[config.mk]
export PLATFORM = sky130hd
export DESIGN_NAME = drs_bcd
export DESIGN_NICKNAME = d
export VERILOG_FILES = /design/src/drs_pkg.sv /design/src/drs_bcd.sv
export SDC_FILE = /design/constraint.sdc
export NUM_CORES = 1
export LEC_CHECK = 0
export ABC_AREA = 1
export BUFFER_PORTS_ARGS = -buffer_cell sky130_fd_sc_hd__buf_2
export CORE_MARGIN = 2
export CORE_UTILIZATION = 60
export DETAILED_ROUTE_END_ITERATION = 6
export PLACE_DENSITY = 0.88
export SYNTH_ARGS = -nofsm -noshare
export SYNTH_HDL_FRONTEND = slang
export SYNTH_SLANG_ARGS = --single-unit
[constraint.sdc]
create_clock -name clk -period 9 [get_ports clk]
set_clock_uncertainty 0.2 [all_clocks]
set_input_delay 1.8 -clock clk [delete_from_list [all_inputs] [get_ports clk]]
set_output_delay 1.8 -clock clk [all_outputs]
set_load 0.01 [all_outputs]
[src/drs_pkg.sv]
// drs_pkg: widths, types and sequencer states for the decimal radix sorter
// no dependencies; imported by every other file of the block
package drs_pkg;

  localparam int VAL_W         = 64;
  localparam int NDIG          = 20;
  localparam int BCD_W         = 4 * NDIG;
  localparam int DIG_W         = 5;
  localparam int STEP_W        = 7;
  localparam int RADIX         = 10;
  localparam int DEF_MAX_ITEMS = 64;

  typedef struct packed {
    logic               done;
    logic [BCD_W-1:0]   bcd;
    logic [DIG_W-1:0]   ndig;
  } conv_t;

  typedef struct packed {
    logic [BCD_W-1:0]   bcd;
    logic [VAL_W-1:0]   value;
  } entry_t;

  typedef enum logic [3:0] {
    S_IDLE,
    S_CONV,
    S_HIST_RD,
    S_HIST_UP,
    S_PRE,
    S_SCAT_RD,
    S_SCAT_WR,
    S_OUT_RD,
    S_OUT
  } state_t;

endpackage

[src/drs_bcd.sv]
// drs_bcd: shift-and-add-3 binary to decimal converter, one bit per cycle
// depends on drs_pkg; reports the digits and the count of significant digits
module drs_bcd import drs_pkg::*; (
  input  logic             clk,
  input  logic             rst_n,
  input  logic             start_i,
  input  logic [VAL_W-1:0] value_i,
  output conv_t            conv_o
);

  logic [VAL_W-1:0]  bin_r;
  logic [BCD_W-1:0]  bcd_r;
  logic [BCD_W-1:0]  adj;
  logic [STEP_W-1:0] step_r;
  logic              busy_r;
  logic              done_r;
  logic [DIG_W-1:0]  ndig;

  always_comb begin
    for (int k = 0; k < NDIG; k++) begin
      if (bcd_r[4*k +: 4] >= 4'd5) begin
        adj[4*k +: 4] = bcd_r[4*k +: 4] + 4'd3;
      end else begin
        adj[4*k +: 4] = bcd_r[4*k +: 4];
      end
    end
  end

  always_comb begin
    ndig = '0;
    for (int k = 0; k < NDIG; k++) begin
      if (bcd_r[4*k +: 4] != 4'd0) begin
        ndig = DIG_W'(k + 1);
      end
    end
  end

  always_ff @(posedge clk) begin
    if (!rst_n) begin
      busy_r <= 1'b0;
      done_r <= 1'b0;
      step_r <= '0;
    end else begin
      done_r <= 1'b0;
      if (start_i) begin
        busy_r <= 1'b1;
        step_r <= '0;
      end else if (busy_r) begin
        step_r <= step_r + STEP_W'(1);
        if (step_r == STEP_W'(VAL_W - 1)) begin
          busy_r <= 1'b0;
          done_r <= 1'b1;
        end
      end
    end
  end

  always_ff @(posedge clk) begin
    if (start_i) begin
      bin_r <= value_i;
      bcd_r <= '0;
    end else if (busy_r) begin
      bcd_r <= {adj[BCD_W-2:0], bin_r[VAL_W-1]};
      bin_r <= {bin_r[VAL_W-2:0], 1'b0};
    end
  end

  assign conv_o.done = done_r;
  assign conv_o.bcd  = bcd_r;
  assign conv_o.ndig = ndig;

endmodule

==> results.md, run 1 <==
* Avg WL per Cell at roughly 14 um
* First-pass GRT wire length at around 30 mm
* Fillers at ~940
* Crit share post-route at between 40% and 50%
* Die W at 118 um
* Most frequent cells after synthesis: 328 x nand2_1, 118 x inv_1, 89 x dfxtp_1
* Post-synth ARST share at 0%
* Overall routing resource usage at between 20% and 30%
* Synth Cell Area at 7750 um2
* Most frequent cell after synthesis: nand2_1
* CP dominant cell by count: nand2_1
* Yosys reg bits at approximately 150
* Num CTS Buffers at 17
* Vias per std cell at roughly 5.5
* Syn Nets at 1091
* Drt total wl at 18.6 mm
* PostCTS Resize Cnt at 0
* DRC Markers at 0
* DP HPWL at between 10 and 15 mm
* Area Overhead vs Synth at 19.2%
* Peak VDD IR at roughly 0.13 mV
* Pwr per Cell Area at between 150 and 200 nW/um2
* Post-Place Worst Slack at ~4600 ps
* Cts-stage hold buffer count at 0
* RSZ-0062 raised after global routing: no
* Area leader, netlist: edfxtp_1
* # rows at between 40 and 50
* EDFF count, synth at between 60 and 70
* IO buf count at about 150
* Slack of the critical path at between 4000 and 5000 ps
* Post-synth top area share at 24.8%
* Clock Sinks at about 150
* Syn_area_per_cell at approximately 7.9 um2
* Slew Limit Headroom at a little over two fifths
* Seq/Total Area, Yosys at approximately 48%
* Min Hold Slack at roughly 280 ps
* Die H at about 120 um
* Largest net degree at the start of global routing at 81
* Setup violators final at 0
* CP required at about 7000 ps
* Minimum clock period at 4490 ps
* Measured slew at the worst slew-check pin at around 840 ps
* Synth unique cells at 34
* Post-CTS Setup Inserts at 0
* 1st-pass router iterations at 5
* I/O pin count at approximately 150
* CTS tree: yes
* Total number of vias at between 7000 and 8000
* Layout Nets at ~1200
* Largest cells by area after synthesis: edfxtp_1 25%, dfxtp_1 23%, nand2_1 16%
* Final Hold Viols at 0
* Number of diodes at 0
* CP Capture Type: primary output
* Initial antenna violation count at 0
* Critical Path Slowest Stage Cell: dfxtp_1
* Final Cell Area at 9240 um2
* Initial Utilization at between 60% and 70%
* Lkg Pwr at between 4 and 5 nW
* Layout cell share with drive strength beyond 1 at 18.4%
* Max Cap Viol at 0
* Worst Hold Class: reg2reg
* Vias in the first global route at about 6400
* Clock Latency Late Sink at about 430 ps
* Yosys warns at 0
* Primary FF master, synth: dfxtp_1
* Die Area at ~14000 um2
* CTS H-Tree Depth at 4
* Slew Viols, Final at 0
* Core ar. at 12600 um2
* Slowest stage delay, CP at approximately 360 ps
* Congestion Overflow GR at 0
* DR iter-0 viols at between 700 and 800
* Post-DRT Antenna Nets at 0
* CP Launch Type: register
* Deepest clock path buffer count at 2
* RD Place Congestion at 0.869
* Worst path cell trace: inv_1, ha_1, nand2_2, nor2_2, nand2_1, nand2_1, nand2_1, nand2_1, nand2_1, nand2_1, nand2_1, nand2_1, nand2_1, nand2_1, nand2_1, nand2_1, nand2_1, nand2_1, nand2_1, nand2_1, nand2_1, a21oi_2, buf_2
* Status: finished clean
* Worst-path clk slew at 60 ps
* Critical path class: reg2out
* Placed cell area at a little under 9000 um2
* Mapped Cells at 982
* WP data arrival at approximately 2500 ps
* Critical path fanouts, max at 5
* Clock Tree Root: clkbuf_16
* FMAX at 223 MHz
* Setup TNS at 0 ps
## layout make-up
cell class / count / area (um2) / area share [%]
clock buffer: 19 / 443 / 4.79
clock inverter: 13 / 154 / 1.67
inverter: 134 / 504 / 5.46
multi-input combinational: 660 / 3410 / 37.0
sequential: 153 / 3700 / 40.1
tap: 172 / 215 / 2.33
timing repair buffer: 158 / 806 / 8.72
## where the power goes
part	internal, mW	switching [mW]	leakage (nW)
combinational	0.0346	0.0704	2.59
sequential	0.762	0.0104	1.37
clock	0.441	0.286	0.288
## registers in the layout, summed over array words and instances, names as in the netlist
register	flops
done_r	1
bin_r	64
bcd_r	80
busy_r	1
step_r	7
## worst max-delay path, delay by kind of cell (launching register included)
| family | cells | cell delay [ps] |
|---|---|---|
| AND/OR/NAND/NOR | 19 | 1110 |
| flip-flops | 1 | 360 |
| buffers and inverters | 2 | 260 |
| adder cells (fa/ha/maj) | 1 | 220 |
| AO/OA/AOI/OAI | 1 | 120 |
## cells in the final DEF (no fill, tap or decap), types with 6 or more instances in the layout
master and count:
a21oi_1 19, a31oi_1 21, a32o_1 15, buf_2 152
buf_4 6, clkbuf_16 17, dfxtp_1 89, edfxtp_1 64
ha_1 42, inv_1 117, inv_2 14, nand2_1 328
nand3_1 47, nor2_1 44, nor3_1 6, o21ai_0 46
o21ai_1 26, o22ai_1 26, o32ai_1 9, xor2_1 11
## kinds of logic after synthesis
family                     after synthesis  synth area share [%]
DFF                                    153                  47.8
adders and majority gates               42                  6.78
and+or+nand+nor                        437                  22.5
buffers and inverters                  169                  8.28
AOI/OAI and AO/OA                      169                  13.3
xor gates and xnor gates                12                  1.36
## worst paths after layout
kind,startpoint,endpoint,slack [ps],cells after the start
setup reg to reg,busy_r,bcd_r[77],6330,6
setup / recovery,bcd_r[4],conv_o[0],4510,23
hold reg to reg,bin_r[63],bcd_r[0],280,2
hold / removal,bin_r[63],bcd_r[0],280,2
## routing by layer
metal  share of wire (%)  GRT usage [%]  up-vias
met4                 2.5           10.7        0
met3                 7.1           6.10       35
met1                  44           35.6     3295
met2                  47           43.2      285
li1                    -              -     3525
met5                   0              0        -
## per-stage QoR
stage | util (%) | std cells | total power, mW
3_5_place_dp | 68.5 | 1277 | 0.891
5_1_grt | 73.2 | 1309 | 1.65
3_3_place_gp | 68.5 | 1277 | 0.887
6_report | 73.2 | 1309 | 1.60
2_1_floorplan | - | 982 | 0.851
4_1_cts | 73.2 | 1309 | 1.60
No activity file was read; power rests on OpenSTA's default activity.
==> run 2: changes to the inputs <==
--- a/config.mk
+++ b/config.mk
@@ -5,12 +5,12 @@
 export SDC_FILE = /design/constraint.sdc
 export NUM_CORES = 1
 export LEC_CHECK = 0
-export ABC_AREA = 1
+export ABC_AREA = 0
 export BUFFER_PORTS_ARGS = -buffer_cell sky130_fd_sc_hd__buf_2
 export CORE_MARGIN = 2
-export CORE_UTILIZATION = 60
+export CORE_UTILIZATION = 56
 export DETAILED_ROUTE_END_ITERATION = 6
-export PLACE_DENSITY = 0.88
+export PLACE_DENSITY = 0.83
 export SYNTH_ARGS = -nofsm -noshare
 export SYNTH_HDL_FRONTEND = slang
 export SYNTH_SLANG_ARGS = --single-unit
==> constraint.sdc (replaced) <==
create_clock -name clk -period 4.2 [get_ports clk]
set_clock_uncertainty 0.2 [all_clocks]
set_input_delay 0.84 -clock clk [delete_from_list [all_inputs] [get_ports clk]]
set_output_delay 0.84 -clock clk [all_outputs]
set_load 0.01 [all_outputs]
==> results.md, run 2 <==
* Status: finished clean
* Vias in the first global route at 5577 (-13%)
* Seq/Total Area, Yosys at 46.9% (-0.91 points)
* EDFF count, synth at 64 (unchanged)
* Bufs and invs on worst path at 2 (unchanged)
* Critical path class: reg2out
* Most frequent cells in the layout: 151 x buf_2, 88 x dfxtp_1, 66 x a21oi_1
* Clock Latency Late Sink at 430 ps (about the same)
* I/O pin count at 153 (unchanged)
* Post-layout util at 67.9% (-5.3 points)
* WP data arrival at 2510 ps (+20 ps)
* 1st-pass router iterations at 4 (-1)
* Most frequent cell after synthesis: dfxtp_1
* Worst hold path depth at 1 (-1)
* Most frequent cells after synthesis: 89 x dfxtp_1, 66 x a21oi_1, 64 x edfxtp_1
* Max reg flops at 80 (unchanged)
* Congestion Overflow GR at 0 (unchanged)
* Flop2flop setup slack at 1970 ps (-4360 ps)
* Deepest clock path buffer count at 2 (unchanged)
* Slew Limit Headroom at 43.8% (-0.060 points)
* Final Hold Viols at 0 (unchanged)
* Layout cell share with drive strength beyond 1 at 27.7% (+9.3 points)
* IO buf count at 152 (unchanged)
* Synth Cell Area at 7910 um2 (+1.9%)
* Critical hold path startpoint: step_r[6]
* Die H at 123 um (+4.4%)
* Initial antenna violation count at 0 (unchanged)
* Worst R2R Path Depth at 4 (-2)
* DP HPWL at 11.1 mm (-11%)
* DR iter-0 viols at 319 (-57%)
* Critical path fanouts, max at 6 (+1)
* DRC Markers at 0 (unchanged)
* Setup TNS at 0 ps (unchanged)
* Initial Utilization at 57.2% (-4.3 points)
* Slew Viols, Final at 0 (unchanged)
* Minimum clock period at about 3500 ps
* Core ar. at 13800 um2 (+9.6%)
* Primary FF master, synth: dfxtp_1
* Post-synth ARST share at 0% (unchanged)
* CP Launch Type: register
* Largest cells by area after synthesis: edfxtp_1 24%, dfxtp_1 23%, mux2_2 9.0%
* Largest Register: bcd_r
* Total number of vias at 5999 (-16%)
* Area leader, netlist: edfxtp_1
* Lkg Pwr at 3.93 nW (-7.7%)
* Num CTS Buffers at 17 (unchanged)
* Max Cap Viol at 0 (unchanged)
* RD Place Congestion at 0.794 (-8.5%)
* Post-CTS Setup Inserts at 0 (unchanged)
* CTS H-Tree Depth at 4 (unchanged)
* Layout Nets at 1025 (-17%)
* Worst-path clk slew at 70 ps (about the same)
* Largest regs: bcd_r (80), bin_r (64), step_r (7)
* Number of diodes at 0 (unchanged)
* Mapped Cells at 776 (-21%)
* Avg WL per Cell at 14.6 um (+2.5%)
* Crit share post-route at roughly 84%
* Measured slew at the worst slew-check pin at 843 ps (+0.900 ps)
* Worst setup path startpoint: bcd_r[40]
* Yosys reg bits at 153 (unchanged)
* CTS tree: yes
* Slowest stage delay, CP at 560 ps (+200 ps)
* Yosys warns at 0 (unchanged)
* Drt total wl at 16.2 mm (-13%)
* Worst path cell trace: inv_1, ha_1, nor3b_1, nand4_1, a31oi_1, o311ai_1, nand2_1, buf_2
* Post-DRT Antenna Nets at 0 (unchanged)
* CP Capture Type: primary output
* Setup violators final at 0 (unchanged)
* Clock Sinks at 153 (unchanged)
* Area Overhead vs Synth at 18.7%
* Overall routing resource usage at 22.3% (-4.7 points)
* Pwr per Cell Area at 360 nW/um2 (+110%)
* FMAX at roughly 280 MHz
* RSZ-0062 raised after global routing: no
* Largest net degree at the start of global routing at 97 (+20%)
* Peak VDD IR at 0.280 mV (+120%)
* PostCTS Resize Cnt at 0 (unchanged)
* Vias per std cell at 5.41 (-0.83%)
* Fillers at 1101 (+18%)
* Delay-heaviest family, CP: simple AND/OR/NAND/NOR gates
* CP Depth at 8 (-65%)
* Syn Nets at 885 (-19%)
* Die W at 123 um (+4.4%)
* Synth unique cells at 40 (+18%)
* Reg-to-Reg Start: busy_r
* Cts-stage hold buffer count at 0 (unchanged)
* First-pass GRT wire length at 26.4 mm (-13%)
* Clock Tree Root: clkbuf_16
* CP required at 3160 ps (-3840 ps)
* Worst Hold Class: reg2reg
* # rows at 43 (+4.9%)
* Syn_area_per_cell at 10.2 um2 (+29%)
* Post-synth top area share at 24.3% (-0.47 points)
* Die Area at 15100 um2 (+8.9%)
* Most common cell after layout, fill and taps aside: buf_2
* Critical Path Slowest Stage Cell: nor3b_1
==> run 2: cell count changes in the layout (fill, tap and decap cells not counted), sizes merged, moves of 24 or more <==
cell / change
nand2: -279
inv: -80
mux2: +63
nand2b: +58
a21oi: +46
xnor2: +39
o21ai: -28
o22ai: -26
mux2i: +24
==> run 2: per-layer routing <==
metal,routed length (um),vias to the layer above,track usage (%)
li1,-,3007,-
met1,7270,2827,28.8
met2,7470,136,34.4
met3,1100,29,7.53
met4,322,0,8.69
met5,0,-,0
==> run 2: cell type report <==
class | count | area (um2) | area share, %
well taps | 180 | 225 | 2.40
inverters | 42 | 158 | 1.68
clock inverters | 15 | 158 | 1.68
flip-flops and latches | 153 | 3710 | 39.5
clock buffers | 17 | 425 | 4.53
repair buffers | 155 | 811 | 8.64
multi-input cells | 547 | 3900 | 41.6
==> run 2: worst reg2reg max path: cells and delay by family, from the launching register on <==
family,cells,cell delay (ps)
and+or+nand+nor,1,110
AOI/OAI and AO/OA,2,280
buffers and inverters,1,620
DFF,1,890
==> run 2: per-stage QoR <==
stage               setup slack (ps)  cell area [um2]  power (mW)  instances  hold WS, ps
finish                           654             9390        3.38       1109          262
global route                     430             9390        3.50       1109          290
CTS                              660             9390        3.41       1109          264
detailed placement              1120             8800        1.90       1077          251
global placement                1150             8800        1.89       1077          255
floorplan                       1350             7910        1.83        776          231
==> run 2: logic make-up (layout without fill, tap and decap cells) <==
group / after synthesis / in the layout / synth area share [%]
mux: 87 / 87 / 12.0
compound gates: 154 / 154 / 11.2
flops: 153 / 153 / 46.9
xor+xnor: 43 / 43 / 4.76
simple gates: 221 / 221 / 14.7
buf+inv: 76 / 229 / 3.78
fa+ha+maj: 42 / 42 / 6.65
==> run 2: final timing paths <==
check,end
setup reg to reg,bcd_r[19]
hold / removal,done_r
hold reg to reg,done_r
setup / recovery,conv_o[2]
==> run 2: power by group <==
| group | switching (mW) | internal (mW) |
|---|---|---|
| clock | 0.674 | 0.841 |
| sequential | 0.0360 | 1.63 |
| combinational | 0.0881 | 0.105 |
| total | 0.798 | 2.58 |
==> run 3: changes to the inputs <==
--- a/config.mk
+++ b/config.mk
@@ -8,9 +8,9 @@
 export ABC_AREA = 0
 export BUFFER_PORTS_ARGS = -buffer_cell sky130_fd_sc_hd__buf_2
 export CORE_MARGIN = 2
-export CORE_UTILIZATION = 56
+export CORE_UTILIZATION = 50
 export DETAILED_ROUTE_END_ITERATION = 6
-export PLACE_DENSITY = 0.83
+export PLACE_DENSITY = 0.78
 export SYNTH_ARGS = -nofsm -noshare
 export SYNTH_HDL_FRONTEND = slang
 export SYNTH_SLANG_ARGS = --single-unit
==> constraint.sdc (replaced) <==
create_clock -name clk -period 3.1 [get_ports clk]
set_clock_uncertainty 0.2 [all_clocks]
set_input_delay 0.62 -clock clk [delete_from_list [all_inputs] [get_ports clk]]
set_output_delay 0.62 -clock clk [all_outputs]
set_load 0.01 [all_outputs]
==> results.md, run 3 (synthesis results as in run 2) <==
* Avg WL per Cell at 14.7 um (+1.1%)
* Register area at 3720 um2 (+0.27%)
* Largest regs: bcd_r (80), bin_r (64), step_r (7)
* # rows at 45 (+4.7%)
* Num CTS Buffers at 17 (unchanged)
* DP HPWL at 11.2 mm (+1.1%)
* Min Hold Slack at 218 ps (-43.4 ps)
* Setup violators final at 0 (unchanged)
* Flop pwr share at 49.0% (-0.4 points)
* Status: finished clean
* Die W at 130 um (+5.6%)
* RD Place Congestion at 0.816 (+2.7%)
* Congestion Overflow GR at 0 (unchanged)
* Post-DRT Antenna Nets at 0 (unchanged)
* Clock Sinks at 153 (unchanged)
* Measured slew at the worst slew-check pin at 765 ps (-77.5 ps)
* First-pass GRT wire length at 27.5 mm (+4.5%)
* Clock Latency Late Sink at 430 ps (about the same)
* Peak VDD IR at 0.380 mV (+36%)
* Max Cap Viol at 0 (unchanged)
* Max reg flops at 80 (unchanged)
* Drt total wl at 17.0 mm (+4.9%)
* Lkg Pwr at 4.02 nW (+2.3%)
* Worst R2R Path Depth at 4 (unchanged)
* Fillers at 1288 (+17%)
* Critical path class: reg2out
* Flop2flop setup slack at 1190 ps (-780 ps)
* Cts-stage hold buffer count at 0 (unchanged)
* Post-layout util at 62.9% (-4.9 points)
* Vias in the first global route at 5697 (+2.2%)
* CP Launch Type: register
* DRC Markers at 0 (unchanged)
* Critical path fanouts, max at 2 (-4)
* Most common cell after layout, fill and taps aside: buf_2
* Clock power frac at 44.7% (-0.2 points)
* CP Capture Type: primary output
* Die H at 130 um (+5.6%)
* WP data arrival at 2280 ps (-230 ps)
* Worst-path clk slew at 70 ps (about the same)
* FMAX at 323 MHz
* Final Hold Viols at 0 (unchanged)
* Largest net degree at the start of global routing at 147 (+52%)
* Die Area at 16800 um2 (+12%)
* RSZ-0062 raised after global routing: yes
* Layout cell share with drive strength beyond 1 at 32.0% (+4.4 points)
* CTS H-Tree Depth at 4 (unchanged)
* Minimum clock period at between 3000 and 4000 ps
* CTS tree: yes
* Worst hold path depth at 2 (+1)
* Clock Tree Root: clkbuf_16
* Overall routing resource usage at 20.7% (-1.5 points)
* DR iter-0 viols at 444 (+39%)
* Multi-input gate area at 4030 um2 (+3.1%)
* Cell-internal power at 3.49 mW (+35%)
* Slew Limit Headroom at 49.0% (+5.2 points)
* Net switching power at 1.08 mW (+36%)
* Most frequent cells in the layout: 151 x buf_2, 80 x dfxtp_1, 64 x edfxtp_1
* I/O pin count at 153 (unchanged)
* Crit share post-route at approximately 100%
* Power, Total at 4.58 mW (+35%)
* Number of diodes at 0 (unchanged)
* Core ar. at 15300 um2 (+11%)
* CP required at 2280 ps (-880 ps)
* Initial antenna violation count at 0 (unchanged)
* Switching share of power at 23.7% (+0.025 points)
* Area Overhead vs Synth at 21.9%
* Layout Nets at 1036 (+1.1%)
* 1st-pass router iterations at 4 (unchanged)
* Pwr per Cell Area at 475 nW/um2 (+32%)
* Slew Viols, Final at 0 (unchanged)
* Vias per std cell at 5.21 (-3.8%)
* Largest Register: bcd_r
* IO buf count at 152 (unchanged)
* Deepest clock path buffer count at 2 (unchanged)
* Worst Hold Class: in2reg
* Combinational Power Share at 6.3% (+0.6 points)
* Total number of vias at 5992 (-0.12%)
* Initial Utilization at 51.6% (-5.6 points)
## run 3: cell count changes in the layout (fill, tap and decap cells not counted), sizes merged
cell      delta
buf         +11
clkinvlp     +1
inv          -1
## run 3: worst paths after layout
kind | startpoint | end
setup / recovery | bcd_r[21] | conv_o[2]
hold / removal | rst_n | busy_r
setup reg to reg | busy_r | step_r[5]
hold reg to reg | step_r[6] | done_r
## run 3: metrics by stage
| step | setup TNS (ps) | instance area [um2] | setup slack, ps | std cells |
|---|---|---|---|---|
| 2_1_floorplan | 0 | 7910 | 470 | 776 |
| 3_3_place_gp | 0 | 8880 | 279 | 1113 |
| 3_5_place_dp | 0 | 8880 | 250 | 1113 |
| 4_1_cts | -72.0 | 9570 | -36.1 | 1151 |
| 5_1_grt | -268 | 9640 | -108 | 1151 |
| 6_report | 0 | 9640 | 3.16 | 1151 |
## run 3: final cells by class
type / count / share of cell area, %
inverters: 42 / 1.64
flip-flops and latches: 153 / 38.6
multi-input cells: 547 / 41.8
repair buffers: 166 / 9.27
clock inverters: 15 / 1.62
well taps: 211 / 2.74
clock buffers: 17 / 4.41
## run 3: critical path, cell delays in order (launching register included)
cell and delay (ps):
dfxtp_2 330, inv_2 80, ha_4 130, or3b_4 410, nor4b_4 230, a31oi_1 120
o311ai_1 240, nand2_1 120, buf_2 180
## run 3: power by group through the flow
stage	clock (mW)	combinational (mW)	sequential (mW)
after floorplan	0	0.203	2.27
after global placement	0	0.277	2.28
after detailed placement	0	0.287	2.28
after CTS	2.09	0.290	2.24
after global routing	2.18	0.315	2.25
final	2.05	0.287	2.24
## run 3: per-layer routing
metal | vias to the layer above | track usage, % | part of all wire, %
met2 | 126 | 34.5 | 48
met5 | - | 0 | 0
met4 | 0 | 5.25 | 0.65
met3 | 8 | 7.30 | 6.8
li1 | 3029 | - | -
met1 | 2829 | 25.8 | 44
## run 3: timing repair
item | 4_1_cts | 5_1_grt
setup buffers | 6 | 0
gates resized for setup | 22 | 16
pin swaps | 9 | 3
endpoints found under the setup margin | 4 | 4
